--- src/design/mpmc_pkg.sv ---
// Package for the multi-pattern match counter.
// Holds item types, memory request types, codes and address helpers.
// No dependencies.
`default_nettype none
package mpmc_pkg;
    localparam int NODE_LIMIT  = 1024;
    localparam int NODE_W      = $clog2(NODE_LIMIT);
    localparam int TOTAL_W     = NODE_W + 1;
    localparam int PAT_LIMIT   = 1024;
    localparam int PAT_W       = 10;
    localparam int PAT_AW      = $clog2(PAT_LIMIT);
    localparam int TAG_W       = PAT_W + 1;
    localparam int ALPHA       = 26;
    localparam int LETTER_W    = $clog2(ALPHA);
    localparam int COUNT_W     = 24;
    localparam int CHILD_DEPTH = NODE_LIMIT * ALPHA;
    localparam int CHILD_AW    = $clog2(CHILD_DEPTH);
    localparam int QUEUE_W     = $clog2(NODE_LIMIT) + 1;
    localparam int SWEEP_W     = (PAT_AW > LETTER_W) ? PAT_AW : LETTER_W;
    localparam logic [7:0] CHAR_A = 8'h41;
    localparam logic [7:0] CHAR_Z = 8'h5A;
    localparam logic [COUNT_W-1:0] COUNT_MAX = '1;

    typedef enum logic [2:0] {
        ACT_CLEAR = 3'd0,
        ACT_PCHAR = 3'd1,
        ACT_PEND  = 3'd2,
        ACT_BUILD = 3'd3,
        ACT_TEXT  = 3'd4,
        ACT_READ  = 3'd5
    } t_action;

    typedef enum logic [1:0] {
        ST_OK   = 2'd0,
        ST_FULL = 2'd1,
        ST_BAD  = 2'd2
    } t_status;

    typedef struct packed {
        logic [2:0]       action;
        logic [7:0]       symbol;
        logic [PAT_W-1:0] pattern_id;
    } t_in_item;

    typedef struct packed {
        logic [1:0]         status;
        logic [COUNT_W-1:0] match_count;
        logic [NODE_W-1:0]  current_node;
    } t_out_item;

    typedef struct packed {
        logic                child_we;
        logic [CHILD_AW-1:0] child_waddr;
        logic [NODE_W-1:0]   child_wdata;
        logic [CHILD_AW-1:0] child_raddr;
        logic                fail_we;
        logic [NODE_W-1:0]   fail_waddr;
        logic [NODE_W-1:0]   fail_wdata;
        logic [NODE_W-1:0]   fail_raddr;
        logic                tag_we;
        logic [NODE_W-1:0]   tag_waddr;
        logic [TAG_W-1:0]    tag_wdata;
        logic [NODE_W-1:0]   tag_raddr;
        logic                queue_we;
        logic [NODE_W-1:0]   queue_waddr;
        logic [NODE_W-1:0]   queue_wdata;
        logic [NODE_W-1:0]   queue_raddr;
        logic                hit_we;
        logic [PAT_AW-1:0]   hit_waddr;
        logic [COUNT_W-1:0]  hit_wdata;
        logic [PAT_AW-1:0]   hit_raddr;
    } t_mem_req;

    typedef struct packed {
        logic [NODE_W-1:0]  child;
        logic [NODE_W-1:0]  fail;
        logic [TAG_W-1:0]   tag;
        logic [NODE_W-1:0]  queue;
        logic [COUNT_W-1:0] hit;
    } t_mem_rd;

    function automatic logic [CHILD_AW-1:0] child_addr(input logic [NODE_W-1:0] node,
                                                       input logic [LETTER_W-1:0] letter);
        child_addr = CHILD_AW'(node) * CHILD_AW'(ALPHA) + CHILD_AW'(letter);
    endfunction

    function automatic logic is_letter(input logic [7:0] sym);
        is_letter = (sym >= CHAR_A) && (sym <= CHAR_Z);
    endfunction

    function automatic logic [LETTER_W-1:0] letter_of(input logic [7:0] sym);
        logic [7:0] d;
        d = sym - CHAR_A;
        letter_of = d[LETTER_W-1:0];
    endfunction
endpackage
`default_nettype wire

--- src/design/mpmc_seq.sv ---
// Sequencer of the match counter: clear, trie insert, link build, scan and count, count read.
// Drives the memories in mpmc_store through one request struct; uses mpmc_pkg.
`default_nettype none
module mpmc_seq (
    input  wire logic                i_clk,
    input  wire logic                i_rst_n,
    input  wire logic                start,
    input  wire mpmc_pkg::t_in_item  i_item,
    output logic                     busy,
    output logic                     o_done,
    output mpmc_pkg::t_out_item      o_result,
    output mpmc_pkg::t_mem_req       o_req,
    input  wire mpmc_pkg::t_mem_rd   i_rd
);
    import mpmc_pkg::*;

    typedef enum logic [18:0] {
        S_IDLE = 19'h00001,
        S_CLR  = 19'h00002,
        S_PCW  = 19'h00004,
        S_ROW  = 19'h00008,
        S_BPOP = 19'h00010,
        S_BT   = 19'h00020,
        S_BCH  = 19'h00040,
        S_BCHW = 19'h00080,
        S_BFT  = 19'h00100,
        S_BG   = 19'h00200,
        S_BGW  = 19'h00400,
        S_BFP  = 19'h00800,
        S_TG   = 19'h01000,
        S_TGW  = 19'h02000,
        S_TFP  = 19'h04000,
        S_CNT  = 19'h08000,
        S_CW   = 19'h10000,
        S_CINC = 19'h20000,
        S_RDW  = 19'h40000
    } t_state;

    t_state               r_state, n_state;
    logic                 r_quiet, n_quiet;
    logic [TOTAL_W-1:0]   r_total, n_total;
    logic [NODE_W-1:0]    r_cursor, n_cursor;
    logic [NODE_W-1:0]    r_scan, n_scan;
    logic [NODE_W-1:0]    r_p, n_p;
    logic [NODE_W-1:0]    r_t, n_t;
    logic [NODE_W-1:0]    r_c, n_c;
    logic [LETTER_W-1:0]  r_k, n_k;
    logic [SWEEP_W-1:0]   r_j, n_j;
    logic [PAT_AW-1:0]    r_hid, n_hid;
    logic [QUEUE_W-1:0]   r_head, n_head;
    logic [QUEUE_W-1:0]   r_tail, n_tail;
    logic                 r_done, n_done;
    t_out_item            r_res, n_res;
    t_mem_req             req;
    logic [TAG_W-1:0]     tag_m1;
    logic                 last_letter;

    assign busy     = (r_state != S_IDLE);
    assign o_done   = r_done;
    assign o_result = r_res;
    assign o_req    = req;
    assign tag_m1   = i_rd.tag - TAG_W'(1);
    assign last_letter = (r_k == LETTER_W'(ALPHA - 1));

    always_comb begin
        n_state  = r_state;
        n_quiet  = r_quiet;
        n_total  = r_total;
        n_cursor = r_cursor;
        n_scan   = r_scan;
        n_p      = r_p;
        n_t      = r_t;
        n_c      = r_c;
        n_k      = r_k;
        n_j      = r_j;
        n_hid    = r_hid;
        n_head   = r_head;
        n_tail   = r_tail;
        n_done   = 1'b0;
        n_res    = '0;
        req      = '0;
        unique case (r_state)
            S_IDLE: begin
                if (start) begin
                    unique case (i_item.action)
                        ACT_CLEAR: begin
                            n_total  = TOTAL_W'(1);
                            n_cursor = '0;
                            n_scan   = '0;
                            n_j      = '0;
                            n_quiet  = 1'b0;
                            n_state  = S_CLR;
                        end
                        ACT_PCHAR: begin
                            if (!is_letter(i_item.symbol)) begin
                                n_res.status = ST_BAD;
                                n_done       = 1'b1;
                            end else begin
                                n_k             = letter_of(i_item.symbol);
                                req.child_raddr = child_addr(r_cursor,
                                                             letter_of(i_item.symbol));
                                n_state         = S_PCW;
                            end
                        end
                        ACT_PEND: begin
                            if ({1'b0, i_item.pattern_id} < TAG_W'(PAT_LIMIT)) begin
                                req.tag_we    = 1'b1;
                                req.tag_waddr = r_cursor;
                                req.tag_wdata = {1'b0, i_item.pattern_id} + TAG_W'(1);
                            end
                            n_cursor = '0;
                            n_done   = 1'b1;
                        end
                        ACT_BUILD: begin
                            req.queue_we    = 1'b1;
                            req.queue_waddr = '0;
                            req.queue_wdata = '0;
                            n_head          = '0;
                            n_tail          = QUEUE_W'(1);
                            n_state         = S_BPOP;
                        end
                        ACT_TEXT: begin
                            if (!is_letter(i_item.symbol)) begin
                                n_scan = '0;
                                n_done = 1'b1;
                            end else begin
                                n_k     = letter_of(i_item.symbol);
                                n_p     = r_scan;
                                n_state = S_TG;
                            end
                        end
                        ACT_READ: begin
                            if ({1'b0, i_item.pattern_id} < TAG_W'(PAT_LIMIT)) begin
                                req.hit_raddr = PAT_AW'(i_item.pattern_id);
                                n_state       = S_RDW;
                            end else begin
                                n_done = 1'b1;
                            end
                        end
                        default: begin
                            n_done = 1'b1;
                        end
                    endcase
                end
            end
            S_CLR: begin
                if (r_j < SWEEP_W'(ALPHA)) begin
                    req.child_we    = 1'b1;
                    req.child_waddr = CHILD_AW'(r_j);
                    req.child_wdata = '0;
                end
                req.hit_we    = 1'b1;
                req.hit_waddr = PAT_AW'(r_j);
                req.hit_wdata = '0;
                n_j           = r_j + SWEEP_W'(1);
                if (r_j == SWEEP_W'(PAT_LIMIT - 1)) begin
                    n_done  = !r_quiet;
                    n_quiet = 1'b0;
                    n_state = S_IDLE;
                end
            end
            S_PCW: begin
                if (i_rd.child != '0) begin
                    n_cursor = i_rd.child;
                    n_done   = 1'b1;
                    n_state  = S_IDLE;
                end else if (r_total == TOTAL_W'(NODE_LIMIT)) begin
                    n_res.status = ST_FULL;
                    n_done       = 1'b1;
                    n_state      = S_IDLE;
                end else begin
                    req.child_we    = 1'b1;
                    req.child_waddr = child_addr(r_cursor, r_k);
                    req.child_wdata = r_total[NODE_W-1:0];
                    req.fail_we     = 1'b1;
                    req.fail_waddr  = r_total[NODE_W-1:0];
                    req.tag_we      = 1'b1;
                    req.tag_waddr   = r_total[NODE_W-1:0];
                    n_c             = r_total[NODE_W-1:0];
                    n_cursor        = r_total[NODE_W-1:0];
                    n_total         = r_total + TOTAL_W'(1);
                    n_j             = '0;
                    n_state         = S_ROW;
                end
            end
            S_ROW: begin
                req.child_we    = 1'b1;
                req.child_waddr = child_addr(r_c, r_j[LETTER_W-1:0]);
                req.child_wdata = '0;
                n_j             = r_j + SWEEP_W'(1);
                if (r_j[LETTER_W-1:0] == LETTER_W'(ALPHA - 1)) begin
                    n_done  = 1'b1;
                    n_state = S_IDLE;
                end
            end
            S_BPOP: begin
                if (r_head < r_tail) begin
                    req.queue_raddr = r_head[NODE_W-1:0];
                    n_head          = r_head + QUEUE_W'(1);
                    n_state         = S_BT;
                end else begin
                    n_done  = 1'b1;
                    n_state = S_IDLE;
                end
            end
            S_BT: begin
                n_t     = i_rd.queue;
                n_k     = '0;
                n_state = S_BCH;
            end
            S_BCH: begin
                req.child_raddr = child_addr(r_t, r_k);
                n_state         = S_BCHW;
            end
            S_BCHW: begin
                n_c = i_rd.child;
                if (i_rd.child == '0) begin
                    n_k     = r_k + LETTER_W'(1);
                    n_state = last_letter ? S_BPOP : S_BCH;
                end else if (r_t == '0) begin
                    req.fail_we    = 1'b1;
                    req.fail_waddr = i_rd.child;
                    req.fail_wdata = '0;
                    if (r_tail < QUEUE_W'(NODE_LIMIT)) begin
                        req.queue_we    = 1'b1;
                        req.queue_waddr = r_tail[NODE_W-1:0];
                        req.queue_wdata = i_rd.child;
                        n_tail          = r_tail + QUEUE_W'(1);
                    end
                    n_k     = r_k + LETTER_W'(1);
                    n_state = last_letter ? S_BPOP : S_BCH;
                end else begin
                    req.fail_raddr = r_t;
                    n_state        = S_BFT;
                end
            end
            S_BFT, S_BFP: begin
                n_p     = i_rd.fail;
                n_state = S_BG;
            end
            S_BG: begin
                req.child_raddr = child_addr(r_p, r_k);
                n_state         = S_BGW;
            end
            S_BGW: begin
                if (i_rd.child != '0 || r_p == '0) begin
                    req.fail_we    = 1'b1;
                    req.fail_waddr = r_c;
                    req.fail_wdata = i_rd.child;
                    if (r_tail < QUEUE_W'(NODE_LIMIT)) begin
                        req.queue_we    = 1'b1;
                        req.queue_waddr = r_tail[NODE_W-1:0];
                        req.queue_wdata = r_c;
                        n_tail          = r_tail + QUEUE_W'(1);
                    end
                    n_k     = r_k + LETTER_W'(1);
                    n_state = last_letter ? S_BPOP : S_BCH;
                end else begin
                    req.fail_raddr = r_p;
                    n_state        = S_BFP;
                end
            end
            S_TG: begin
                req.child_raddr = child_addr(r_p, r_k);
                n_state         = S_TGW;
            end
            S_TGW: begin
                if (i_rd.child != '0 || r_p == '0) begin
                    n_p     = i_rd.child;
                    n_scan  = i_rd.child;
                    n_state = S_CNT;
                end else begin
                    req.fail_raddr = r_p;
                    n_state        = S_TFP;
                end
            end
            S_TFP: begin
                n_p     = i_rd.fail;
                n_state = S_TG;
            end
            S_CNT: begin
                if (r_p == '0) begin
                    n_res.current_node = r_scan;
                    n_done             = 1'b1;
                    n_state            = S_IDLE;
                end else begin
                    req.tag_raddr  = r_p;
                    req.fail_raddr = r_p;
                    n_state        = S_CW;
                end
            end
            S_CW: begin
                n_p = i_rd.fail;
                if (i_rd.tag != '0 && tag_m1 < TAG_W'(PAT_LIMIT)) begin
                    req.hit_raddr = tag_m1[PAT_AW-1:0];
                    n_hid         = tag_m1[PAT_AW-1:0];
                    n_state       = S_CINC;
                end else begin
                    n_state = S_CNT;
                end
            end
            S_CINC: begin
                req.hit_we    = 1'b1;
                req.hit_waddr = r_hid;
                req.hit_wdata = (i_rd.hit == COUNT_MAX) ? i_rd.hit
                                                         : i_rd.hit + COUNT_W'(1);
                n_state       = S_CNT;
            end
            S_RDW: begin
                n_res.match_count = i_rd.hit;
                n_done            = 1'b1;
                n_state           = S_IDLE;
            end
            default: begin
                n_state = S_IDLE;
            end
        endcase
    end

    always_ff @(posedge i_clk) begin
        if (!i_rst_n) begin
            r_state  <= S_CLR;
            r_quiet  <= 1'b1;
            r_total  <= TOTAL_W'(1);
            r_cursor <= '0;
            r_scan   <= '0;
            r_j      <= '0;
            r_head   <= '0;
            r_tail   <= '0;
            r_done   <= 1'b0;
        end else begin
            r_state  <= n_state;
            r_quiet  <= n_quiet;
            r_total  <= n_total;
            r_cursor <= n_cursor;
            r_scan   <= n_scan;
            r_j      <= n_j;
            r_head   <= n_head;
            r_tail   <= n_tail;
            r_done   <= n_done;
        end
    end

    always_ff @(posedge i_clk) begin
        r_p   <= n_p;
        r_t   <= n_t;
        r_c   <= n_c;
        r_k   <= n_k;
        r_hid <= n_hid;
        r_res <= n_res;
    end
endmodule
`default_nettype wire

--- config.mk ---
export PLATFORM = sky130hd
export DESIGN_NAME = mpmc_seq
export DESIGN_NICKNAME = d
export VERILOG_FILES = /design/src/design/mpmc_pkg.sv /design/src/design/mpmc_seq.sv
export SDC_FILE = /design/constraint.sdc
export NUM_CORES = 1
export LEC_CHECK = 0
export ABC_AREA = 0
export BUFFER_PORTS_ARGS = -buffer_cell sky130_fd_sc_hd__buf_2
export CORE_AREA = 2 2 172 174
export DETAILED_ROUTE_END_ITERATION = 12
export DIE_AREA = 0 0 174 176
export GPL_TIMING_DRIVEN = 0
export PLACE_DENSITY = 0.76
export SLEW_MARGIN = 10
export SYNTH_ARGS = -nofsm -noshare
export SYNTH_HDL_FRONTEND = slang
export SYNTH_SLANG_ARGS = --single-unit
export TNS_END_PERCENT = 10
--- constraint.sdc ---
create_clock -name i_clk -period 11.55 [get_ports i_clk]
set_input_delay 2.31 -clock i_clk [delete_from_list [all_inputs] [get_ports i_clk]]
set_output_delay 2.31 -clock i_clk [all_outputs]
set_load 0.03 [all_outputs]
==> impl_metrics.py, run 1 <==
metrics = {
    "timing": {
        "slew_violations": 0,
        "final-setup-viol-count": 0,
        "finalClockSkew_ns": 0.0193,
        "fin_crit_sh_pct": 65.8,
        "whs_ns": 0.472,
        "hold_viol_final": 0,
        "fmax_mhz": 132,
        "maxSlewHeadroom_pct": 32.2,
        "fin_tns_setup_ns": 0,
        "worstMarginPinSlew_ns": 1.02,
        "finalCriticalPeriod_ns": 7.60,
        "grt_setup_unrepaired": "false",
    },
    "placed_design": {
        "place.port_buffers": 304,
        "place_hpwl_um": 36000,
        "place_congestion": 0.984,
    },
    "detailed_routing": {
        "first_pass_iters": 5,
        "routed_wl_um": 44500,
        "postRouteAntennaNets": 0,
        "viasPerCell": 5.63,
        "post_drt_wl_per_cell_um": 18.3,
        "vias": 13700,
        "route.detailed.drc": 0,
        "drt-initial-drc-count": 1087,
    },
    "floorplanning": {
        "num_rows": 62,
        "start_util_pct": 49.5,
        "die_area_sq_um": 30600,
        "die_h_um": 176,
        "core-area_sq_um": 28500,
        "num_io_pins": 307,
        "die_w_um": 174,
    },
    "global_routing": {
        "grt_pass1_vias": 13000,
        "grt_pass1_wl_um": 68400,
        "grt_antenna_before_repair": 8,
        "grt_start_max_net_pins": 19,
        "gr-total-overflow": 0,
        "track_usage_pct": 28.2,
    },
    "yosys": {
        "ys_top_cells_by_count": "174 x inv_1, 169 x nor2_1, 149 x nand2_1",
        "synth_cell_types": 82,
        "avgSynthCellArea_sq_um": 8.27,
        "synth_warnings": 0,
        "netlist_instances": 1708,
        "ys_ff_latch": 165,
        "yosys.area.top_type_share_pct": 17.0,
        "synthFlopType": "dfxtp_1",
        "synth.most_common_cell": "inv_1",
        "yosysTopAreaCell": "dfxtp_1",
        "synthTopCellsByArea": "dfxtp_1 17%, ha_1 13%, edfxtp_1 9.6%, xnor2_1 4.7%, xor2_1 4.7%",
        "syn_area_sq_um": 14100,
        "async_flop_share_pct": 0,
        "synthesis.nets": 1975,
        "yosysSeqAreaShare_pct": 26.6,
        "synth_edf_count": 45,
    },
    "clocking": {
        "clkSinkCount": 165,
        "worstSkewPairLatency_ns": 0.45,
        "ctsHoldBuffers": 0,
        "post-cts-setup-buffers": 0,
        "root_buffer": "clkbuf_16",
        "cts_buffers": 17,
        "cts_tree": "built",
        "htree_levels": 4,
        "cts_resized": 0,
        "clkTransAtPathRegs_ns": 0.07,
        "clockBufferDepth": 2,
    },
    "power_and_ir_drop": {
        "ir_drop_mv": 0.101,
        "total_power_mw": 1.36,
        "power_density_nw_per_um2": 81.0,
        "p_leak_nw": 8.10,
    },
    "setup_path": {
        "cp-end-kind": "primary output",
        "cp.required_ns": 9.24,
        "r2r_slack_ns": 8.10,
        "critPathMaxFanout": 10,
        "worstSetupPathType": "in -> out",
        "arrival_ns": 5.29,
        "worstSetupStartpointType": "primary input",
    },
    "final_layout": {
        "drive_above_1_share_pct": 18.7,
        "syn2layout_area_growth_pct": 18.6,
        "nets": 2298,
    },
    "flow_run": {
        "drv_cap": 0,
    },
    "worst_hold_path": {
        "min_path_type": "reg -> reg",
    },
    "run_status": {
        "status": "completed",
    },
}
==> flip-flops by register name, indices dropped and copies added (netlist names), 11 cells and up <==
name,count
r_head,11
r_tail,11
r_state,19
r_total,11
o_result,36
==> worst paths after layout <==
check                            to  cells after the start               startpoint
max                      o_req[171]                      8                 i_rd[57]
min          r_scan[1]$_SDFFE_PN0P_                      2   r_scan[1]$_SDFFE_PN0P_
max reg2reg        r_k[4]$_DFFE_PP_                      6  r_state[2]$_SDFFE_PN0P_
min reg2reg  r_scan[1]$_SDFFE_PN0P_                      2   r_scan[1]$_SDFFE_PN0P_
==> cell usage in the layout, fill, tap and decap left out, types with 6 or more instances in the layout <==
| cell type | n |
|---|---|
| xor2_1 | 75 |
| edfxtp_1 | 45 |
| nor2_1 | 169 |
| mux2_2 | 10 |
| clkbuf_16 | 18 |
| nand2_1 | 149 |
| o221ai_1 | 6 |
| and3_1 | 26 |
| inv_1 | 174 |
| nand3b_1 | 8 |
| nor4_1 | 7 |
| ha_1 | 146 |
| a21oi_1 | 84 |
| a211oi_1 | 8 |
| or3_1 | 20 |
| nand2b_1 | 21 |
| fa_1 | 32 |
| or2_2 | 7 |
| nor3_1 | 46 |
| a22o_1 | 29 |
| a2111oi_0 | 8 |
| nand3_1 | 70 |
| o21a_1 | 8 |
| and2_1 | 74 |
| nor3b_1 | 11 |
| buf_2 | 308 |
| clkbuf_1 | 45 |
| xnor2_1 | 75 |
| o22ai_1 | 19 |
| a22oi_1 | 11 |
| a221oi_1 | 7 |
| o21ai_0 | 40 |
| dfxtp_1 | 120 |
| nand4_1 | 21 |
| nor2b_1 | 14 |
| a21o_1 | 23 |
==> power by group <==
| part | switching (mW) | leakage [nW] | internal (mW) |
|---|---|---|---|
| registers | 0.00997 | 1.35 | 0.597 |
| clock network | 0.277 | 0.294 | 0.303 |
| logic | 0.108 | 6.45 | 0.0609 |
| total | 0.395 | 8.10 | 0.961 |
==> layer usage <==
layer  vias to the layer above  GRT usage (%)  share of wire [%]
li1                       6572              -                  -
met2                       537           47.5                 48
met3                        97           4.74                7.4
met4                         6           12.0                3.8
met1                      6490           35.9                 41
met5                         -              0              0.081
==> per-stage QoR <==
step                util [%]  instances  cell area (sq um)  setup WS (ns)
CTS                     58.6       2428              16700           4.03
global route            58.7       2432              16700           3.77
global placement        56.5       2396              16100           4.06
finish                  58.7       2433              16700           3.95
floorplan                  -       1708              14100           4.62
detailed placement      56.5       2396              16100           4.04
==> worst max-delay path: stages <==
cell      delay, ns
buf_2          0.18
or4_4          0.56
nor4_4         0.57
and2_1         0.34
nand2_1        0.26
clkbuf_1       0.45
o22ai_1        0.36
buf_2          0.25
==> layout make-up <==
cell class	count	area (sq um)
fill	2647	11800
multi-input combinational	1318	9530
sequential	165	3750
timing repair buffer	304	1520
inverter	176	661
tap	384	480
clock buffer	19	454
buffer	49	189
clock inverter	13	149
antenna	5	12.5
==> cells by family after synthesis <==
logic type      Yosys count  share of synthesized area (%)
simple gates            687                           25.6
mux                      14                           1.08
buf+inv                 225                           6.02
compound gates          289                           14.0
xor+xnor                150                           9.31
fa+ha+maj               178                           17.5
flops                   165                           26.6
Note: power is estimated with default switching activity, not from simulation.
==> run 2, diff against run 1 <==
--- a/config.mk
+++ b/config.mk
@@ -11,7 +11,7 @@
 export DETAILED_ROUTE_END_ITERATION = 12
 export DIE_AREA = 0 0 174 176
 export GPL_TIMING_DRIVEN = 0
-export PLACE_DENSITY = 0.76
+export PLACE_DENSITY = 0.79
 export SLEW_MARGIN = 10
 export SYNTH_ARGS = -nofsm -noshare
 export SYNTH_HDL_FRONTEND = slang
==> constraint.sdc (replaced) <==
create_clock -name i_clk -period 6.2 [get_ports i_clk]
set_input_delay 1.24 -clock i_clk [delete_from_list [all_inputs] [get_ports i_clk]]
set_output_delay 1.24 -clock i_clk [all_outputs]
set_load 0.03 [all_outputs]
==> impl_metrics.py, run 2 (synthesis gave the netlist of run 1 again) <==
metrics = {
    "clocking": {
        "clkTransAtPathRegs_ns": 0.07,
        "clockBufferDepth": 2,
        "root_buffer": "clkbuf_16",
        "clkSinkCount": 165,
        "cts_tree": "built",
        "worstSkewPairLatency_ns": 0.45,
        "htree_levels": 4,
        "cts_buffers": 17,
    },
    "setup_path": {
        "arrival_ns": 4.72,
        "max_stage_delay_ns": 0.62,
        "reg2reg_depth": 9,
        "critPathMaxFanout": 7,
        "path_cells": "nor4_4 -> nand4_1 -> buf_4 -> o32ai_2 -> nand2_1 -> nand2_1 -> ha_1 -> a21o_1 -> a21oi_1 -> nor3_1 -> o21ai_0 -> xor2_1 -> a21oi_1 -> o22ai_1 -> buf_2",
        "reg2reg_to": "r_k[1]$_DFFE_PP_",
        "cp_slowest_cell": "o32ai_2",
        "worstSetupPathType": "reg -> out",
        "cp-end-kind": "primary output",
        "r2r_slack_ns": 2.59,
        "worstSetupStartpointType": "flip-flop",
        "r2r_start": "r_state[17]$_SDFFE_PN0P_",
        "cp.required_ns": 4.96,
    },
    "worst_hold_path": {
        "holdPathStages": 2,
        "min_path_type": "reg -> reg",
        "whs_endpoint": "r_scan[3]$_SDFFE_PN0P_",
        "holdCritStartpoint": "r_scan[3]$_SDFFE_PN0P_",
    },
    "detailed_routing": {
        "first_pass_iters": 5,
        "post_drt_wl_per_cell_um": 18.7,
        "viasPerCell": 5.75,
        "routed_wl_um": 45700,
        "postRouteAntennaNets": 0,
        "route.detailed.drc": 0,
        "vias": 14000,
        "drt-initial-drc-count": 1148,
    },
    "final_layout": {
        "num-fill-cells": 2582,
        "largest_reg_flops": 36,
        "layout_common_cells": "309 x buf_2, 174 x inv_1, 169 x nor2_1",
        "final_common_cell": "buf_2",
        "final_area_sq_um": 16800,
        "final_core_util_pct": 58.8,
        "nets": 2301,
        "drive_above_1_share_pct": 19.0,
        "syn2layout_area_growth_pct": 18.9,
    },
    "timing": {
        "finalClockSkew_ns": 0.0196,
        "hold_viol_final": 0,
        "final-setup-viol-count": 0,
        "finalCriticalPeriod_ns": 5.96,
        "grt_setup_unrepaired": "true",
        "slew_violations": 0,
        "worstMarginPinSlew_ns": 1.03,
        "fmax_mhz": 168,
        "fin_tns_setup_ns": 0,
        "maxSlewHeadroom_pct": 31.3,
        "fin_crit_sh_pct": 96.1,
    },
    "floorplanning": {
        "die_area_sq_um": 30600,
        "num_io_pins": 307,
        "die_h_um": 176,
        "start_util_pct": 49.5,
        "core-area_sq_um": 28500,
        "die_w_um": 174,
        "num_rows": 62,
    },
    "power_and_ir_drop": {
        "power_density_nw_per_um2": 151,
        "p_leak_nw": 8.12,
        "ir_drop_mv": 0.232,
    },
    "global_routing": {
        "grt_pass1_vias": 13500,
        "grt_antenna_before_repair": 7,
        "grt_pass1_wl_um": 70000,
        "gr-total-overflow": 0,
        "track_usage_pct": 28.8,
        "grt_start_max_net_pins": 19,
    },
    "placed_design": {
        "place.port_buffers": 304,
        "post_dp_cell_area_sq_um": 16100,
        "place_hpwl_um": 36600,
        "place_congestion": 0.978,
    },
    "run_status": {
        "status": "completed",
    },
    "flow_run": {
        "drv_cap": 0,
    },
}
==> run 2: changes by cell type in the layout (fill, tap and decap cells not counted), sizes merged <==
cell / change
bufinv: +1
clkbuf: -1
inv: -1
clkinvlp: +1
clkinv: -2
diode: +1
buf: +5
==> run 2: how the worst max path moves through the flow <==
stage                             start          to  slack [ns]  depth (start not counted)
6_report        r_state[4]$_SDFFE_PN0P_  o_req[150]        0.24                         15
5_1_grt                r_c[1]$_DFFE_PP_  o_req[178]       -0.06                         15
4_1_cts        r_state[17]$_SDFFE_PN0P_  o_req[152]        0.09                         18
2_1_floorplan   r_state[1]$_SDFFE_PN1P_  o_req[146]        0.90                         15
3_5_place_dp    r_state[1]$_SDFFE_PN1P_  o_req[152]        0.31                         18
3_3_place_gp    r_state[1]$_SDFFE_PN1P_  o_req[152]        0.43                         18
==> run 2: per-stage QoR <==
step | worst slack (ns) | cells | total power, mW | hold WS (ns)
2_1_floorplan | 0.896 | 1708 | 1.34 | 0.440
3_3_place_gp | 0.429 | 2396 | 1.46 | 0.451
3_5_place_dp | 0.313 | 2397 | 1.47 | 0.460
4_1_cts | 0.0895 | 2432 | 2.53 | 0.470
5_1_grt | -0.0637 | 2435 | 2.61 | 0.491
6_report | 0.239 | 2437 | 2.54 | 0.478
==> run 2: timing repair <==
action                     in CTS  in global routing
gates resized for setup         0                  6
hold buffers                    0                  0
setup buffers                   4                  0
pin swaps                       2                  1
setup endpoints to repair       2                  7
gates cloned                    0                  0
==> run 2: critical path, delay by kind of cell, from the launching register on <==
family	cells	cell delay (ns)
xor gates and xnor gates	1	0.19
DFF	1	0.35
adders and majority gates	1	0.26
and+or+nand+nor	5	1.06
AOI/OAI and AO/OA	6	1.99
buffers and inverters	2	0.45
==> run 2: routing by layer <==
layer | global-route usage (%) | vias to the layer above | wire [um]
met5 | 0 | - | 0
met4 | 13.9 | 0 | 2120
met3 | 5.66 | 127 | 3790
met2 | 47.6 | 680 | 21200
met1 | 36.3 | 6633 | 18600
li1 | - | 6581 | -
==> run 2: layout make-up <==
cell class                 count  area, sq um  area share, %
buffer                        47          181           1.08
tap                          384          480           2.86
inverter                     176          661           3.94
clock buffer                  20          447           2.66
sequential                   165         3750           22.4
multi-input combinational   1318         9550           56.9
antenna                        6         15.0         0.0895
timing repair buffer         309         1560           9.27
clock inverter                12          138          0.820
==> run 2: where the power goes <==
| part | switching, mW | internal (mW) | total (mW) |
|---|---|---|---|
| sequential | 0.0186 | 1.11 | 1.13 |
| combinational | 0.206 | 0.117 | 0.323 |
| clock | 0.500 | 0.581 | 1.08 |
==> run 3, diff against run 2 <==
--- a/config.mk
+++ b/config.mk
@@ -5,13 +5,13 @@
 export SDC_FILE = /design/constraint.sdc
 export NUM_CORES = 1
 export LEC_CHECK = 0
-export ABC_AREA = 0
+export ABC_AREA = 1
 export BUFFER_PORTS_ARGS = -buffer_cell sky130_fd_sc_hd__buf_2
-export CORE_AREA = 2 2 172 174
+export CORE_AREA = 2 2 180 182
 export DETAILED_ROUTE_END_ITERATION = 12
-export DIE_AREA = 0 0 174 176
+export DIE_AREA = 0 0 182 184
 export GPL_TIMING_DRIVEN = 0
-export PLACE_DENSITY = 0.79
+export PLACE_DENSITY = 0.78
 export SLEW_MARGIN = 10
 export SYNTH_ARGS = -nofsm -noshare
 export SYNTH_HDL_FRONTEND = slang
==> impl_metrics.py, run 3 <==
metrics = {
    "timing": {
        "hold_viol_final": 0,
        "final-setup-viol-count": 0,
        "whs_ns": 0.460,
        "grt_setup_unrepaired": "false",
        "fmax_mhz": 182,
        "worstMarginPinSlew_ns": 1.21,
        "maxSlewHeadroom_pct": 19.2,
        "finalClockSkew_ns": 0.0110,
        "fin_tns_setup_ns": 0,
        "slew_violations": 0,
        "finalCriticalPeriod_ns": 5.49,
        "fin_crit_sh_pct": 88.5,
    },
    "final_layout": {
        "final_common_cell": "nand2_1",
        "drive_above_1_share_pct": 17.4,
        "syn2layout_area_growth_pct": 17.3,
        "layout_common_cells": "458 x nand2_1, 438 x inv_1, 316 x buf_2",
        "largest_reg_flops": 36,
        "nets": 2905,
        "num-fill-cells": 3034,
    },
    "yosys": {
        "synth-xor-area-share_pct": 3.38,
        "ys_ff_latch": 165,
        "synth.most_common_cell": "nand2_1",
        "ys_top_cells_by_count": "458 x nand2_1, 438 x inv_1, 254 x nor2_1",
        "synthMuxAreaShare_pct": 0,
        "synthTopCellsByArea": "dfxtp_1 15%, ha_1 12%, nand2_1 11%, inv_1 11%, edfxtp_1 8.7%",
        "netlist_instances": 2314,
        "synth_fa_ha_area_share_pct": 15.9,
        "synth_cell_types": 61,
        "syn_area_sq_um": 15500,
        "yosysSeqAreaShare_pct": 24.2,
        "yosys.area.top_type_share_pct": 15.5,
        "synth_warnings": 0,
        "synth_edf_count": 45,
        "yosysTopAreaCell": "dfxtp_1",
        "synth-compound-area-share_pct": 13.0,
        "synthesis.nets": 2581,
        "synthFlopType": "dfxtp_1",
        "async_flop_share_pct": 0,
        "synth_top_family_by_area": "simple AND/OR/NAND/NOR gates",
        "synth-simple-area-share_pct": 31.2,
        "avgSynthCellArea_sq_um": 6.71,
    },
    "power_and_ir_drop": {
        "pwr-share-clk_pct": 39.5,
        "power_density_nw_per_um2": 164,
        "intPower_mw": 2.03,
        "p_leak_nw": 9.31,
        "p_switching_mw": 0.968,
        "ir_drop_mv": 0.220,
        "p_seq_share_pct": 38.9,
        "p_sw_share_pct": 32.3,
        "p_comb_share_pct": 21.7,
    },
    "detailed_routing": {
        "route.detailed.drc": 0,
        "vias": 16900,
        "postRouteAntennaNets": 0,
        "routed_wl_um": 52100,
        "post_drt_wl_per_cell_um": 17.1,
        "drt-initial-drc-count": 1564,
        "viasPerCell": 5.53,
        "first_pass_iters": 5,
    },
    "setup_path": {
        "max_stage_delay_ns": 0.64,
        "cp_slowest_cell": "dfxtp_1",
        "cp-end-kind": "primary output",
        "cp.required_ns": 4.96,
        "critPathMaxFanout": 7,
        "worstSetupPathType": "reg -> out",
        "crit_buf_inv": 1,
        "cp_top_family": "adder cells",
        "worstSetupStartpointType": "flip-flop",
        "path_cells": "ha_1 -> fa_1 -> fa_1 -> nand3_1 -> nand2_1 -> a21oi_1 -> xor2_1 -> nand2_1 -> nor2_1 -> nand3_1 -> nand2_1 -> nand3_1 -> nand2_1 -> buf_2",
        "arrival_ns": 4.25,
        "reg2reg_depth": 7,
        "crit_top_cell": "nand2_1",
        "crit_cells": 14,
    },
    "clocking": {
        "clockBufferDepth": 2,
        "cts_tree": "built",
        "htree_levels": 4,
        "root_buffer": "clkbuf_16",
        "post-cts-setup-buffers": 0,
        "cts_buffers": 17,
        "clkTransAtPathRegs_ns": 0.07,
        "cts_resized": 0,
        "worstSkewPairLatency_ns": 0.46,
        "ctsHoldBuffers": 0,
        "clkSinkCount": 165,
    },
    "global_routing": {
        "gr-total-overflow": 0,
        "grt_antenna_before_repair": 1,
        "grt_start_max_net_pins": 20,
        "track_usage_pct": 30.3,
        "grt_pass1_vias": 15900,
        "grt_pass1_wl_um": 80500,
    },
    "placed_design": {
        "place.port_buffers": 305,
        "place_hpwl_um": 42600,
        "place_congestion": 0.980,
    },
    "worst_hold_path": {
        "holdPathStages": 2,
        "min_path_type": "reg -> reg",
    },
    "run_status": {
        "status": "completed",
    },
    "floorplanning": {
        "die_h_um": 184,
        "start_util_pct": 49.5,
        "die_area_sq_um": 33500,
        "core-area_sq_um": 31400,
        "die_w_um": 182,
        "num_rows": 65,
        "num_io_pins": 307,
    },
    "flow_run": {
        "drv_cap": 0,
    },
}
[run 3: changes by cell type in the layout (fill, tap and decap cells not counted), moves of 28 or more]
cell	change
a21oi_1	+47
a22o_1	-28
and2_1	-73
inv_1	+264
nand2_1	+309
nand3_1	+88
nor2_1	+85
o21ai_0	+62
xnor2_1	-64
[run 3: worst reg2reg max path: cells and delay by family (launching register included)]
kind            cells  cell delay (ns)
flops               1             0.34
compound gates      1             0.51
simple gates        5             1.63
buf+inv             1             0.23
[run 3: path summary, 6_finish.rpt]
kind,startpoint,to,slack [ns]
max,r_cursor[1]$_SDFFE_PN0P_,o_req[178],0.71
min,r_scan[8]$_SDFFE_PN0P_,o_result[8]$_SDFF_PN0_,0.46
max reg2reg,r_state[17]$_SDFFE_PN0P_,r_k[4]$_DFFE_PP_,3.13
min reg2reg,r_scan[8]$_SDFFE_PN0P_,o_result[8]$_SDFF_PN0_,0.46
[run 3: logic make-up (layout without fill, tap and decap cells)]
logic type,Yosys count,after routing
xor+xnor,60,60
flops,165,165
compound gates,345,345
other cells,0,1
simple gates,1070,1070
buf+inv,496,833
fa+ha+maj,178,178
[run 3: cell type report]
cell class / instances / area (sq um) / area share [%]
repair buffers: 305 / 1530 / 8.38
diodes: 1 / 2.50 / 0.0137
inverters: 458 / 1720 / 9.45
clock buffers: 24 / 546 / 2.99
well taps: 402 / 503 / 2.76
multi-input cells: 1653 / 9860 / 54.1
clock inverters: 8 / 106 / 0.584
plain buffers: 38 / 201 / 1.11
flip-flops and latches: 165 / 3750 / 20.6
[run 3: routing by layer]
layer	part of all wire [%]	global-route usage (%)
met3	8.7	6.30
met2	47	51.3
met4	3.0	10.8
met1	42	38.3
met5	0	0
[run 3: power groups by stage]
stage,Sequential [mW],Combinational (mW),Clock (mW)
floorplan,1.17,0.433,0
global placement,1.19,0.611,0
detailed placement,1.19,0.624,0
CTS,1.16,0.631,1.19
global route,1.17,0.711,1.22
finish,1.16,0.648,1.18
[run 3: metrics by stage]
step	instances	instance area, sq um	total power, mW	worst slack [ns]	util [%]
6_report	3054	18200	2.99	0.713	58.0
2_1_floorplan	2314	15500	1.61	1.56	-
3_5_place_dp	3021	17600	1.81	1.06	56.0
3_3_place_gp	3021	17600	1.80	1.18	56.0
4_1_cts	3053	18200	2.98	0.769	58.0
5_1_grt	3053	18200	3.10	0.479	58.0
